### src/hdl/bec_pkg.sv
// Shared types, constants and a helper function for the button event channel driver.
package bec_pkg;

  // Field widths of the stream items.
  localparam int ENTRY_W   = 6;
  localparam int MODE_W    = 3;
  localparam int CHAN_W    = 7;
  localparam int TIME_W    = 32;
  localparam int VALUE_W   = 16;
  localparam int IN_DATA_W = 56;
  localparam int OUT_DATA_W = 24;

  // Configuration register indexes.
  localparam int CFG_IDX_W = 2;
  localparam logic [CFG_IDX_W-1:0] CFG_HOLD_MS       = 2'd0;
  localparam logic [CFG_IDX_W-1:0] CFG_CONTINUOUS_MS = 2'd1;
  localparam logic [CFG_IDX_W-1:0] CFG_ACTIVE_VALUE  = 2'd2;

  // Register values after reset.
  localparam logic [15:0]        HOLD_MS_RESET       = 16'd100;
  localparam logic [15:0]        CONTINUOUS_MS_RESET = 16'd50;
  localparam logic signed [15:0] ACTIVE_VALUE_RESET  = 16'sd1000;

  // Behaviour modes.
  localparam logic [MODE_W-1:0] MODE_PRESS         = 3'd0;
  localparam logic [MODE_W-1:0] MODE_RELEASE       = 3'd1;
  localparam logic [MODE_W-1:0] MODE_PRESS_RELEASE = 3'd2;
  localparam logic [MODE_W-1:0] MODE_CONTINUOUS    = 3'd3;
  localparam logic [MODE_W-1:0] MODE_LATCHING      = 3'd4;

  // Depth of the result queue and width of its fill count.
  localparam int OUTQ_DEPTH = 4;
  localparam int OUTQ_AW    = 2;
  localparam int OUTQ_CW    = 3;

  // State kept for one behaviour entry.
  typedef struct packed {
    logic              pressed;
    logic              released;
    logic              latched;
    logic [TIME_W-1:0] event_time;
  } entry_state_t;

  // One result item.
  typedef struct packed {
    logic signed [VALUE_W-1:0] value;
    logic [CHAN_W-1:0]         channel;
  } result_t;

  // Outcome of servicing one entry.
  typedef struct packed {
    logic                      wr_en;
    logic                      emit;
    logic signed [VALUE_W-1:0] value;
    entry_state_t              state;
  } update_t;

  // A limit has passed when now - (stamp + limit), read as signed, is above zero.
  function automatic logic time_passed(input logic [TIME_W-1:0] now,
                                       input logic [TIME_W-1:0] stamp,
                                       input logic [15:0]       limit);
    logic [TIME_W-1:0] d;
    d = now - stamp - TIME_W'(limit);
    return (d != '0) && !d[TIME_W-1];
  endfunction

endpackage

### src/hdl/button_event_channel_driver.sv
// Top level of the button event channel driver: stream ports, config and pipeline.
//
// Use: each item on s_axis services one behaviour entry (entry, mode, active-low
// button level, channel, millisecond time). The block keeps pressed, released and
// latched flags and an event time per entry in one state memory, and for each item
// emits zero or one result on m_axis: the channel and the value to write (zero or
// active_value).
// An accepted item is registered in the update stage, and its result is then
// written into the result queue, from which it shows on m_axis.
// Throughput: one item per cycle while s_axis_tready is high.
// The state memory is read in the cycle of acceptance and written back in the
// next cycle; a back-to-back item on the same entry takes the written-back
// state from a forwarding register.
// Configuration: cfg_we writes hold_ms, continuous_ms or active_value by cfg_index;
// other indexes are ignored. Write only while the block is idle.
// Reset: rst clears the registers to their defaults, empties the pipeline and the
// result queue, and marks every entry as clear at once; no clearing pass is needed.
// Stall: a four-deep result queue absorbs a stalled receiver; s_axis_tready falls
// only when the queue plus the item in flight would leave no free slot.
module button_event_channel_driver import bec_pkg::*; #(
  parameter int ENTRIES  = 64,
  parameter int CHANNELS = 128
) (
  input  logic                   clk,
  input  logic                   rst,
  input  logic                   s_axis_tvalid,
  output logic                   s_axis_tready,
  // [5:0] entry, [8:6] mode, [9] button_level, [16:10] channel, [48:17] now_ms
  input  logic [IN_DATA_W-1:0]   s_axis_tdata,
  output logic                   m_axis_tvalid,
  input  logic                   m_axis_tready,
  // [6:0] out_channel, [22:7] out_value
  output logic [OUT_DATA_W-1:0]  m_axis_tdata,
  input  logic                   cfg_we,
  input  logic [CFG_IDX_W-1:0]   cfg_index,
  input  logic [15:0]            cfg_data
);

  localparam int AW = (ENTRIES > 1) ? $clog2(ENTRIES) : 1;

  // Configuration registers.
  logic [15:0]               hold_ms;
  logic [15:0]               continuous_ms;
  logic signed [VALUE_W-1:0] active_value;

  always_ff @(posedge clk) begin
    if (rst) begin
      hold_ms       <= HOLD_MS_RESET;
      continuous_ms <= CONTINUOUS_MS_RESET;
      active_value  <= ACTIVE_VALUE_RESET;
    end else if (cfg_we) begin
      case (cfg_index)
        CFG_HOLD_MS:       hold_ms       <= cfg_data;
        CFG_CONTINUOUS_MS: continuous_ms <= cfg_data;
        CFG_ACTIVE_VALUE:  active_value  <= cfg_data;
        default:           ;
      endcase
    end
  end

  // Input field unpacking.
  logic [ENTRY_W-1:0] in_entry;
  logic [MODE_W-1:0]  in_mode;
  logic               in_level;
  logic [CHAN_W-1:0]  in_channel;
  logic [TIME_W-1:0]  in_now;
  logic [15:0]        in_entry_ext;
  logic [AW-1:0]      in_addr;
  logic               accept;

  assign in_entry     = s_axis_tdata[5:0];
  assign in_mode      = s_axis_tdata[8:6];
  assign in_level     = s_axis_tdata[9];
  assign in_channel   = s_axis_tdata[16:10];
  assign in_now       = s_axis_tdata[48:17];
  assign in_entry_ext = 16'(in_entry);
  assign in_addr      = in_entry_ext[AW-1:0];
  assign accept       = s_axis_tvalid && s_axis_tready;

  // Update stage registers.
  logic               s1_valid;
  logic               s1_in_range;
  logic [AW-1:0]      s1_addr;
  logic [MODE_W-1:0]  s1_mode;
  logic               s1_down;
  logic [CHAN_W-1:0]  s1_channel;
  logic [TIME_W-1:0]  s1_now;
  logic               fwd_hit;
  entry_state_t       fwd_state;

  entry_state_t       mem_rd_data;
  entry_state_t       cur_state;
  update_t            upd;
  logic               s1_wr_en;
  logic               s1_push;
  result_t            s1_result;
  logic [OUTQ_CW-1:0] q_count;
  result_t            q_head;

  always_ff @(posedge clk) begin
    if (rst) begin
      s1_valid <= 1'b0;
    end else begin
      s1_valid <= accept;
    end
  end

  // Payload of the item in the update stage, and forwarding from the write-back.
  always_ff @(posedge clk) begin
    if (accept) begin
      s1_in_range <= (in_entry_ext < 16'(ENTRIES));
      s1_addr     <= in_addr;
      s1_mode     <= in_mode;
      s1_down     <= !in_level;
      s1_channel  <= in_channel;
      s1_now      <= in_now;
      fwd_hit     <= s1_wr_en && (s1_addr == in_addr);
      fwd_state   <= upd.state;
    end
  end

  assign cur_state = fwd_hit ? fwd_state : mem_rd_data;

  bec_state_mem #(
    .ENTRIES (ENTRIES),
    .AW      (AW)
  ) u_mem (
    .clk     (clk),
    .rst     (rst),
    .rd_en   (accept),
    .rd_addr (in_addr),
    .rd_data (mem_rd_data),
    .wr_en   (s1_wr_en),
    .wr_addr (s1_addr),
    .wr_data (upd.state)
  );

  bec_update u_update (
    .mode          (s1_mode),
    .down          (s1_down),
    .now_ms        (s1_now),
    .cur           (cur_state),
    .hold_ms       (hold_ms),
    .continuous_ms (continuous_ms),
    .active_value  (active_value),
    .upd           (upd)
  );

  // Write back and result selection.
  assign s1_wr_en = s1_valid && s1_in_range && upd.wr_en;
  assign s1_push  = s1_wr_en && upd.emit && (16'(s1_channel) < 16'(CHANNELS));
  assign s1_result.channel = s1_channel;
  assign s1_result.value   = upd.value;

  bec_outq u_outq (
    .clk       (clk),
    .rst       (rst),
    .push      (s1_push),
    .push_data (s1_result),
    .tvalid    (m_axis_tvalid),
    .tready    (m_axis_tready),
    .tdata_res (q_head),
    .count     (q_count)
  );

  // Accept only while the queue has room for this item and the one in flight.
  assign s_axis_tready = !rst &&
    ((4'(q_count) + 4'(s1_valid) + 4'd1) <= 4'(OUTQ_DEPTH));

  assign m_axis_tdata = {1'b0, q_head.value, q_head.channel};

endmodule

### src/hdl/bec_state_mem.sv
// Per-entry state memory with a registered read and per-entry valid bits.
module bec_state_mem import bec_pkg::*; #(
  parameter int ENTRIES = 64,
  parameter int AW      = 6
) (
  input  logic         clk,
  input  logic         rst,
  input  logic         rd_en,
  input  logic [AW-1:0] rd_addr,
  output entry_state_t rd_data,
  input  logic         wr_en,
  input  logic [AW-1:0] wr_addr,
  input  entry_state_t wr_data
);

  entry_state_t mem [ENTRIES];
  logic [ENTRIES-1:0] written;
  entry_state_t rd_q;
  logic         rd_written;

  // Write port.
  always_ff @(posedge clk) begin
    if (wr_en) begin
      mem[wr_addr] <= wr_data;
    end
  end

  // Read port, registered.
  always_ff @(posedge clk) begin
    if (rd_en) begin
      rd_q <= mem[rd_addr];
    end
  end

  // Valid bits: an entry never written since reset reads as all zero.
  always_ff @(posedge clk) begin
    if (rst) begin
      written    <= '0;
      rd_written <= 1'b0;
    end else begin
      if (wr_en) begin
        written[wr_addr] <= 1'b1;
      end
      if (rd_en) begin
        rd_written <= written[rd_addr];
      end
    end
  end

  assign rd_data = rd_written ? rd_q : '0;

endmodule

### src/hdl/bec_update.sv
// Next-state and event logic for one serviced behaviour entry.
module bec_update import bec_pkg::*; (
  input  logic [MODE_W-1:0]         mode,
  input  logic                      down,
  input  logic [TIME_W-1:0]         now_ms,
  input  entry_state_t              cur,
  input  logic [15:0]               hold_ms,
  input  logic [15:0]               continuous_ms,
  input  logic signed [VALUE_W-1:0] active_value,
  output update_t                   upd
);

  logic hold_done;
  logic cont_done;
  logic p, r, l;

  assign hold_done = time_passed(now_ms, cur.event_time, hold_ms);
  assign cont_done = time_passed(now_ms, cur.event_time, continuous_ms);
  assign p = cur.pressed;
  assign r = cur.released;
  assign l = cur.latched;

  // Mode behaviour: every known mode writes its state back.
  always_comb begin
    upd       = '0;
    upd.state = cur;
    upd.wr_en = 1'b1;
    case (mode)
      MODE_PRESS: begin
        if (p) begin
          if (hold_done) begin
            upd.emit = 1'b1;
            if (!down) upd.state.pressed = 1'b0;
          end
        end else if (down) begin
          upd.state.pressed    = 1'b1;
          upd.state.event_time = now_ms;
          upd.emit             = 1'b1;
          upd.value            = active_value;
        end
      end
      MODE_RELEASE: begin
        if (down) begin
          upd.state.pressed = 1'b1;
        end else if (p) begin
          upd.state.pressed    = 1'b0;
          upd.state.released   = 1'b1;
          upd.state.event_time = now_ms;
          upd.emit             = 1'b1;
          upd.value            = active_value;
        end else if (r && hold_done) begin
          upd.state.released = 1'b0;
          upd.emit           = 1'b1;
        end
      end
      MODE_PRESS_RELEASE: begin
        if (down && !p && !r) begin
          upd.state.pressed    = 1'b1;
          upd.state.event_time = now_ms;
          upd.emit             = 1'b1;
          upd.value            = active_value;
        end else if (down && p && !r && hold_done) begin
          upd.emit = 1'b1;
        end else if (!down && p && !r) begin
          upd.state.pressed    = 1'b0;
          upd.state.released   = 1'b1;
          upd.state.event_time = now_ms;
          upd.emit             = 1'b1;
          upd.value            = active_value;
        end else if (!down && !p && r && hold_done) begin
          upd.state.released = 1'b0;
          upd.emit           = 1'b1;
        end
      end
      MODE_CONTINUOUS: begin
        if (p) begin
          if (cont_done) begin
            if (!down) begin
              upd.state.pressed = 1'b0;
              upd.emit          = 1'b1;
            end else begin
              upd.state.event_time = now_ms;
            end
          end
        end else if (down) begin
          upd.state.pressed    = 1'b1;
          upd.state.event_time = now_ms;
          upd.emit             = 1'b1;
          upd.value            = active_value;
        end
      end
      MODE_LATCHING: begin
        if (down && !l && !p && !r) begin
          upd.state.latched = 1'b1;
          upd.state.pressed = 1'b1;
          upd.emit          = 1'b1;
          upd.value         = active_value;
        end else if (!down && l && p && !r) begin
          upd.state.pressed  = 1'b0;
          upd.state.released = 1'b1;
        end else if (down && l && !p && r) begin
          upd.state.released = 1'b0;
          upd.state.latched  = 1'b0;
          upd.state.pressed  = 1'b1;
          upd.emit           = 1'b1;
        end else if (!down && !l && p && !r) begin
          upd.state.pressed = 1'b0;
        end
      end
      default: begin
        upd.wr_en = 1'b0;
      end
    endcase
  end

endmodule

### src/hdl/bec_outq.sv
// Small result queue that decouples the update stage from the output stream.
module bec_outq import bec_pkg::*; (
  input  logic                  clk,
  input  logic                  rst,
  input  logic                  push,
  input  result_t               push_data,
  output logic                  tvalid,
  input  logic                  tready,
  output result_t               tdata_res,
  output logic [OUTQ_CW-1:0]    count
);

  result_t            slots [OUTQ_DEPTH];
  logic [OUTQ_AW-1:0] wptr;
  logic [OUTQ_AW-1:0] rptr;
  logic               pop;

  assign tvalid    = (count != '0);
  assign pop       = tvalid && tready;
  assign tdata_res = slots[rptr];

  // Storage.
  always_ff @(posedge clk) begin
    if (push) begin
      slots[wptr] <= push_data;
    end
  end

  // Pointers and fill count.
  always_ff @(posedge clk) begin
    if (rst) begin
      wptr  <= '0;
      rptr  <= '0;
      count <= '0;
    end else begin
      if (push) wptr <= wptr + 1'b1;
      if (pop)  rptr <= rptr + 1'b1;
      case ({push, pop})
        2'b10:   count <= count + 1'b1;
        2'b01:   count <= count - 1'b1;
        default: count <= count;
      endcase
    end
  end

endmodule

### config.mk
export PLATFORM = sky130hd
export DESIGN_NAME = button_event_channel_driver
export DESIGN_NICKNAME = d
export VERILOG_FILES = /design/src/hdl/bec_pkg.sv /design/src/hdl/button_event_channel_driver.sv /design/src/hdl/bec_state_mem.sv /design/src/hdl/bec_update.sv /design/src/hdl/bec_outq.sv
export SDC_FILE = /design/constraint.sdc
export NUM_CORES = 2
export LEC_CHECK = 0
export BUFFER_PORTS_ARGS = -buffer_cell sky130_fd_sc_hd__buf_2
export CAP_MARGIN = 10
export CORE_MARGIN = 4
export CORE_UTILIZATION = 55
export CTS_BUF_LIST = sky130_fd_sc_hd__clkbuf_4
export CTS_CLUSTER_DIAMETER = 50
export DETAILED_ROUTE_END_ITERATION = 7
export PLACE_DENSITY = 0.81
export SETUP_SLACK_MARGIN = 0.02
export SLEW_MARGIN = 20
export SYNTH_ARGS = -nofsm -noshare
export SYNTH_HDL_FRONTEND = slang
export SYNTH_SLANG_ARGS = --single-unit
### constraint.sdc
create_clock -name clk -period 14.4 [get_ports clk]
set_input_delay 2.16 -clock clk [delete_from_list [all_inputs] [get_ports clk]]
set_output_delay 2.16 -clock clk [all_outputs]
set_load 0.02 [all_outputs]
Word-level counts from Yosys, hierarchy flattened
Memories as Yosys holds them, arrays and structs flattened. A register that Yosys moved wholly into a read port is not among the register bits.
Cells that the tools add are included.
{ "word_totals": {"ff_bits": 207, "wordCells": 165, "input_bits": 79, "romBits": 0, "latchBits": 0, "ramBits": 2332, "n_memories": 2, "output_inout_bits": 26} }
{ "mem_list": {"columns": ["name", "words", "word_bits", "rd", "rd_ports_with_merged_regs", "wr", "line", "text"], "rows": [
  ["u_mem.mem", 64, 35, 1, 1, 1, "bec_state_mem.sv:16", "entry_state_t mem [ENTRIES];"],
  ["u_outq.slots", 4, 23, 1, 1, 1, "bec_outq.sv:13", "result_t slots [OUTQ_DEPTH];"]
]} }
{ "op_classes": {"magnitude_cmp": 5, "shifts": 0, "bitwise_logic": 1, "n_mul": 0, "eq_ne": 9, "n_div": 0, "n_reduce_logical": 51, "add_sub_neg": 9, "muxes": 68} }
{ "op_table": {"columns": ["cell", "n"], "rows": [
  ["32-bit 2-to-1 mux", 9],
  ["32-bit one-hot mux with 4 select lines", 1],
  ["18-bit one-hot mux with 5 select lines", 1],
  ["35-bit 2-to-1 mux", 2],
  ["64-bit OR", 1],
  ["32-bit nonzero test", 2],
  ["32-bit by 16-bit subtractor with 32-bit output", 2],
  ["18-bit 2-to-1 mux", 3],
  ["17-bit 2-to-1 mux", 3],
  ["1-bit 2-to-1 mux", 39],
  ["1-bit logical AND", 33],
  ["16-bit 2-to-1 mux", 2],
  ["32-bit subtractor", 1],
  ["6-bit by 7-bit < comparator with 1-bit output, second input constant", 3],
  ["1-bit logical NOT", 8],
  ["2-bit 2-to-1 mux", 4],
  ["1-bit binary-select mux with 6-bit select", 1],
  ["1-bit demux with 6-bit select", 1],
  ["3-bit by 2-bit == test with 1-bit output, second input constant", 2],
  ["6-bit == test", 1],
  ["6-bit by 1-bit greater-or-equal comparator with 1-bit output, second input constant", 1],
  ["3-bit one-hot mux with 2 select lines", 1],
  ["2-bit AND reduction", 3],
  ["5-bit OR reduction", 1],
  ["15 further kinds", 18]
]} }

Depth between registers and ports, before layout
{ "logic_depth": {"ltp_word": 15, "depth_mapped": 35} }

Hierarchy
Synthesis repeated with hierarchy kept, for this count alone.
{ "hier_totals": {"cells_unflattened": 5150, "hier_area_um2": 103935.9} }
{ "by_module_without_submodules": {"columns": ["mod", "instances", "cells_per_inst", "area_each_um2", "seq_area_each_um2"], "rows": [
  ["bec_state_mem", 1, 3599, 88787.7, 69616.8],
  ["bec_update", 1, 1023, 6476.2, 0.0],
  ["button_event_channel_driver", 1, 361, 4875.9, 3533.4],
  ["bec_outq", 1, 167, 3796.1, 2942.8]
]} }

Worst setup path after synthesis
No wires, ideal clock.
{ "synth_path": {"path_kind": "flip-flop to flip-flop", "from": "reg fwd_hit", "to": "reg fwd_state[4] (netlist name), data pin", "period_less_slack_ns": 8.620, "setup_time_ns": 0.570, "path_slack_ns": 5.780, "stages_incl_launch_ff": 33, "path_buffers": 7, "required_ns": 13.830, "t_arrival_ns": 8.050, "cell_sequence": "edfxtp_1 > buf_6 > buf_4 > buf_6 > clkbuf_1 > clkbuf_1 > a22o_1 > ha_1 > inv_1 > ha_1 > o21bai_1 > maj3_2 > o21a_1 > a21boi_0 > nor3_1 > nor2_1 > xor2_1 > ha_1 > o21a_1 > nor2_1 > xnor2_1 > or4_1 > nor4_1 > o211ai_1 > a2111o_1 > nor4_1 > and3_1 > nand4b_2 > o21ai_2 > o31a_1 > buf_2 > buf_4 > mux2i_1"} }
{ "synth_rtl": {"columns": ["item", "line", "text"], "rows": [
  ["start: declaration", "button_event_channel_driver.sv:88", "logic fwd_hit;"],
  ["start signal: assignment", "button_event_channel_driver.sv:117", "fwd_hit <= s1_wr_en && (s1_addr == in_addr);"],
  ["end signal: assignment", "button_event_channel_driver.sv:118", "fwd_state <= upd.state;"],
  ["end: declaration", "button_event_channel_driver.sv:89", "entry_state_t fwd_state;"]
]} }

==> run metrics <==
Slowest Stage Delay on Critical Path 0.81 ns; via count 56,480; row cnt 158; mux cell area share after synthesis 0.1736; cell taking the most area after synthesis edfxtp_1; syn avg cell area 20.56 um^2; layout cells sized above 1 0.3500; crit path kind register to register; PD cells 133.3 mW/mm^2; die area 0.1951 mm^2; asr flop ratio synth 0; placed cell count 7,478; Switching Share 0.2317; worst hold path type register to register; GRT Total Usage 0.2688; number of buffers added on ports 96; Crit. End Element register; power share of the combinational group 0.077; leading post-synthesis cells by cell area edfxtp_1 71%, mux4_2 17%, dfxtp_1 2.4%; main combinational cell family by area after synthesis multiplexers; top post-synthesis cells by count 2,452 x edfxtp_1, 770 x mux4_2, 282 x nor2_1, 178 x clkbuf_1, 158 x nand2_1; global route overflow 0; FILL cells 12,140; Compound-Gate Fraction of Synth Area 0.03061; Top FF cell, synth edfxtp_1; status finished clean; CP most frequent cell buf_4; crit-path max FO 73; Worst VDD drop 0.09551 mV; Slew @ Worst Pin 1.157 ns; CORE AREA 0.1862 mm^2; Int Pwr 11.86 mW; Leakage Power 37.44 nW; Slew HR 0.2267; clk_lat worst skew 1.35 ns; clk buf depth 4; P_sw 3.576 mW; RSZ-0062 raised after global routing no; TritonRoute pass-1 iters 6; Final min period 9.651 ns; Die H 441.7 um; Hold Violations, Final 0; Worst EP arrival 10.61 ns; DIE WIDTH 441.7 um; Post-route DRC 0; Starting Density 0.5555; global-route wire length before repair 384.3 mm; Max Fclk 103.6 MHz; post-route ant nets 0; WP data required 15.36 ns; CP Launch Type register; post-synthesis simple-gate area fraction 0.03462; synth warn 0; gpl congestion 0.9061; CTS Sinks 2,575; top cell type's share of synthesized area 0.7118; Hold-fix buffers, CTS 0; number of synthesized flops with an enable pin 2,452; WL final 263.4 mm; Root Driver clkbuf_4; sequential group share of total power 0.541; routed length per instance 30.81 um; DP Wirelength 145.9 mm; Num CTS Buffers 621; I/O pin cnt 105; clock share of power 0.381; vias in the first global route 57,180; most common cell in the synthesized netlist edfxtp_1; largest net degree at the start of global routing 135; Post-CTS Resized 0; # H-tree levels 6; DRT iter0 DRCs 8,401; Nets 5,763; Final period util 0.6702; Max Cap Viol 0; Syn Nets 5,174; CTS clk-pin slew, worst paths 0.07 ns; Area growth syn-to-layout 11.94%; CP max-delay cell o21ai_2; post-synthesis sequential area ratio 0.7356; Mapped Cells 5,032; post-synth cell types 101; Final Max Tran Viols 0; cell area after synthesis 0.1034 mm^2; Placement Setup Slack 4.882 ns; final setup TNS 0 ns; TritonCTS clock tree done; initial antenna violation count 21; Post-Synth XOR/XNOR Area 0.004064; worst setup margin 4.749 ns; Synth Area in Adders 0.008274; final instance area 0.1158 mm^2; Post-DP Area 0.1080 mm^2; clock skew 0.1325 ns; vias per cell 6.608; Seq cells post-synth 2,575; Cell Count, Final, Fillers Out 8,547; Core Util, Final 0.6218; # Post-CTS Setup Buffers 0; final setup vio count 0
==> worst max-delay path, delay by kind of cell, from the launching register on <==
kind                       cells  cell delay (ns)
AOI/OAI and AO/OA              9             3.30
xor gates and xnor gates       1             0.16
adders and majority gates      4             1.04
buffers and inverters          6             2.16
DFF                            1             0.32
muxes                          1             0.62
and+or+nand+nor                6             1.59
==> final timing paths <==
| path | startpoint | endpoint | slack, ns | cells past startpoint |
|---|---|---|---|---|
| min reg2reg | active_value[13] | active_value[13] | 0.45 | 2 |
| max | fwd_hit | u_mem.mem[15][12] | 4.75 | 27 |
| min | active_value[13] | active_value[13] | 0.45 | 2 |
| max reg2reg | fwd_hit | u_mem.mem[15][12] | 4.75 | 27 |
==> per-stage QoR <==
stage,hold WS (ns),power (mW)
5_1_grt,0.4757,16.05
3_3_place_gp,0.4402,9.652
2_1_floorplan,0.4318,9.307
4_1_cts,0.4522,15.51
6_report,0.4549,15.44
3_5_place_dp,0.4433,9.694
==> cell families (layout without fill, tap and decap cells) <==
group | Yosys count | after routing
other | 1 | 17
AND/OR/NAND/NOR | 718 | 718
adder cells (fa/ha/maj) | 67 | 67
flip-flops | 2575 | 2575
AO/OA/AOI/OAI | 452 | 452
XOR/XNOR | 48 | 48
multiplexers | 827 | 827
buffers and inverters | 344 | 1363
==> layout make-up <==
cell class / instances / area [um^2] / area share
clock inverters: 146 / 877.1 / 0.007575
repair buffers: 228 / 1594 / 0.01377
flip-flops and latches: 2575 / 76090 / 0.6572
diodes: 16 / 40.04 / 0.0003458
multi-input cells: 2113 / 26960 / 0.2329
inverters: 82 / 307.8 / 0.002658
clock buffers: 907 / 6809 / 0.05880
well taps: 2480 / 3103 / 0.02680
==> registers in the layout, indices dropped and copies added, names as in the netlist, 3 cells and up, named ones only <==
| signal | cells |
|---|---|
| u_mem.rd_q | 35 |
| s1_addr | 6 |
| s1_mode | 3 |
| fwd_state | 35 |
| u_outq.count | 3 |
| u_mem.mem | 2240 |
| s1_channel | 7 |
| active_value | 16 |
| u_outq.slots | 92 |
| s1_now | 32 |
| hold_ms | 16 |
| u_mem.written | 64 |
| continuous_ms | 16 |
==> power by group through the flow <==
stage | Clock (mW) | Sequential (mW) | Combinational (mW)
2_1_floorplan | 0 | 8.51 | 0.795
3_3_place_gp | 0 | 8.51 | 1.14
3_5_place_dp | 0 | 8.51 | 1.18
4_1_cts | 5.97 | 8.35 | 1.18
5_1_grt | 6.42 | 8.35 | 1.28
6_report | 5.89 | 8.35 | 1.20
==> placed cells by master (no fill, tap or decap), types with 16 or more instances in the layout <==
master    count
mux4_2      770
a211oi_1     18
o21ai_0      79
xor2_1       18
ha_1         60
nand2_1     158
mux2i_4      18
nand2b_1     19
nor2b_1      25
dfxtp_1     122
buf_4       127
xnor2_1      30
mux2_2       21
a21oi_1     122
inv_1        82
buf_2        90
o21a_1       24
nor2_1      214
diode_2      16
edfxtp_1   2452
and2_1       20
nand3_1      34
a22oi_1      18
nor3_1       26
a21o_1       22
nor2_4       64
clkinv_1    112
nand3b_1     40
clkbuf_4    907
==> metal layers <==
metal | GRT usage | up-vias | part of all wire
met2 | 0.4239 | 4580 | 0.49
met1 | 0.3657 | 28680 | 0.34
li1 | - | 22560 | -
met5 | 0 | - | 0.00016
met4 | 0.1012 | 6 | 0.037
met3 | 0.07066 | 652 | 0.13
No activity file was read; power rests on OpenSTA's default activity.
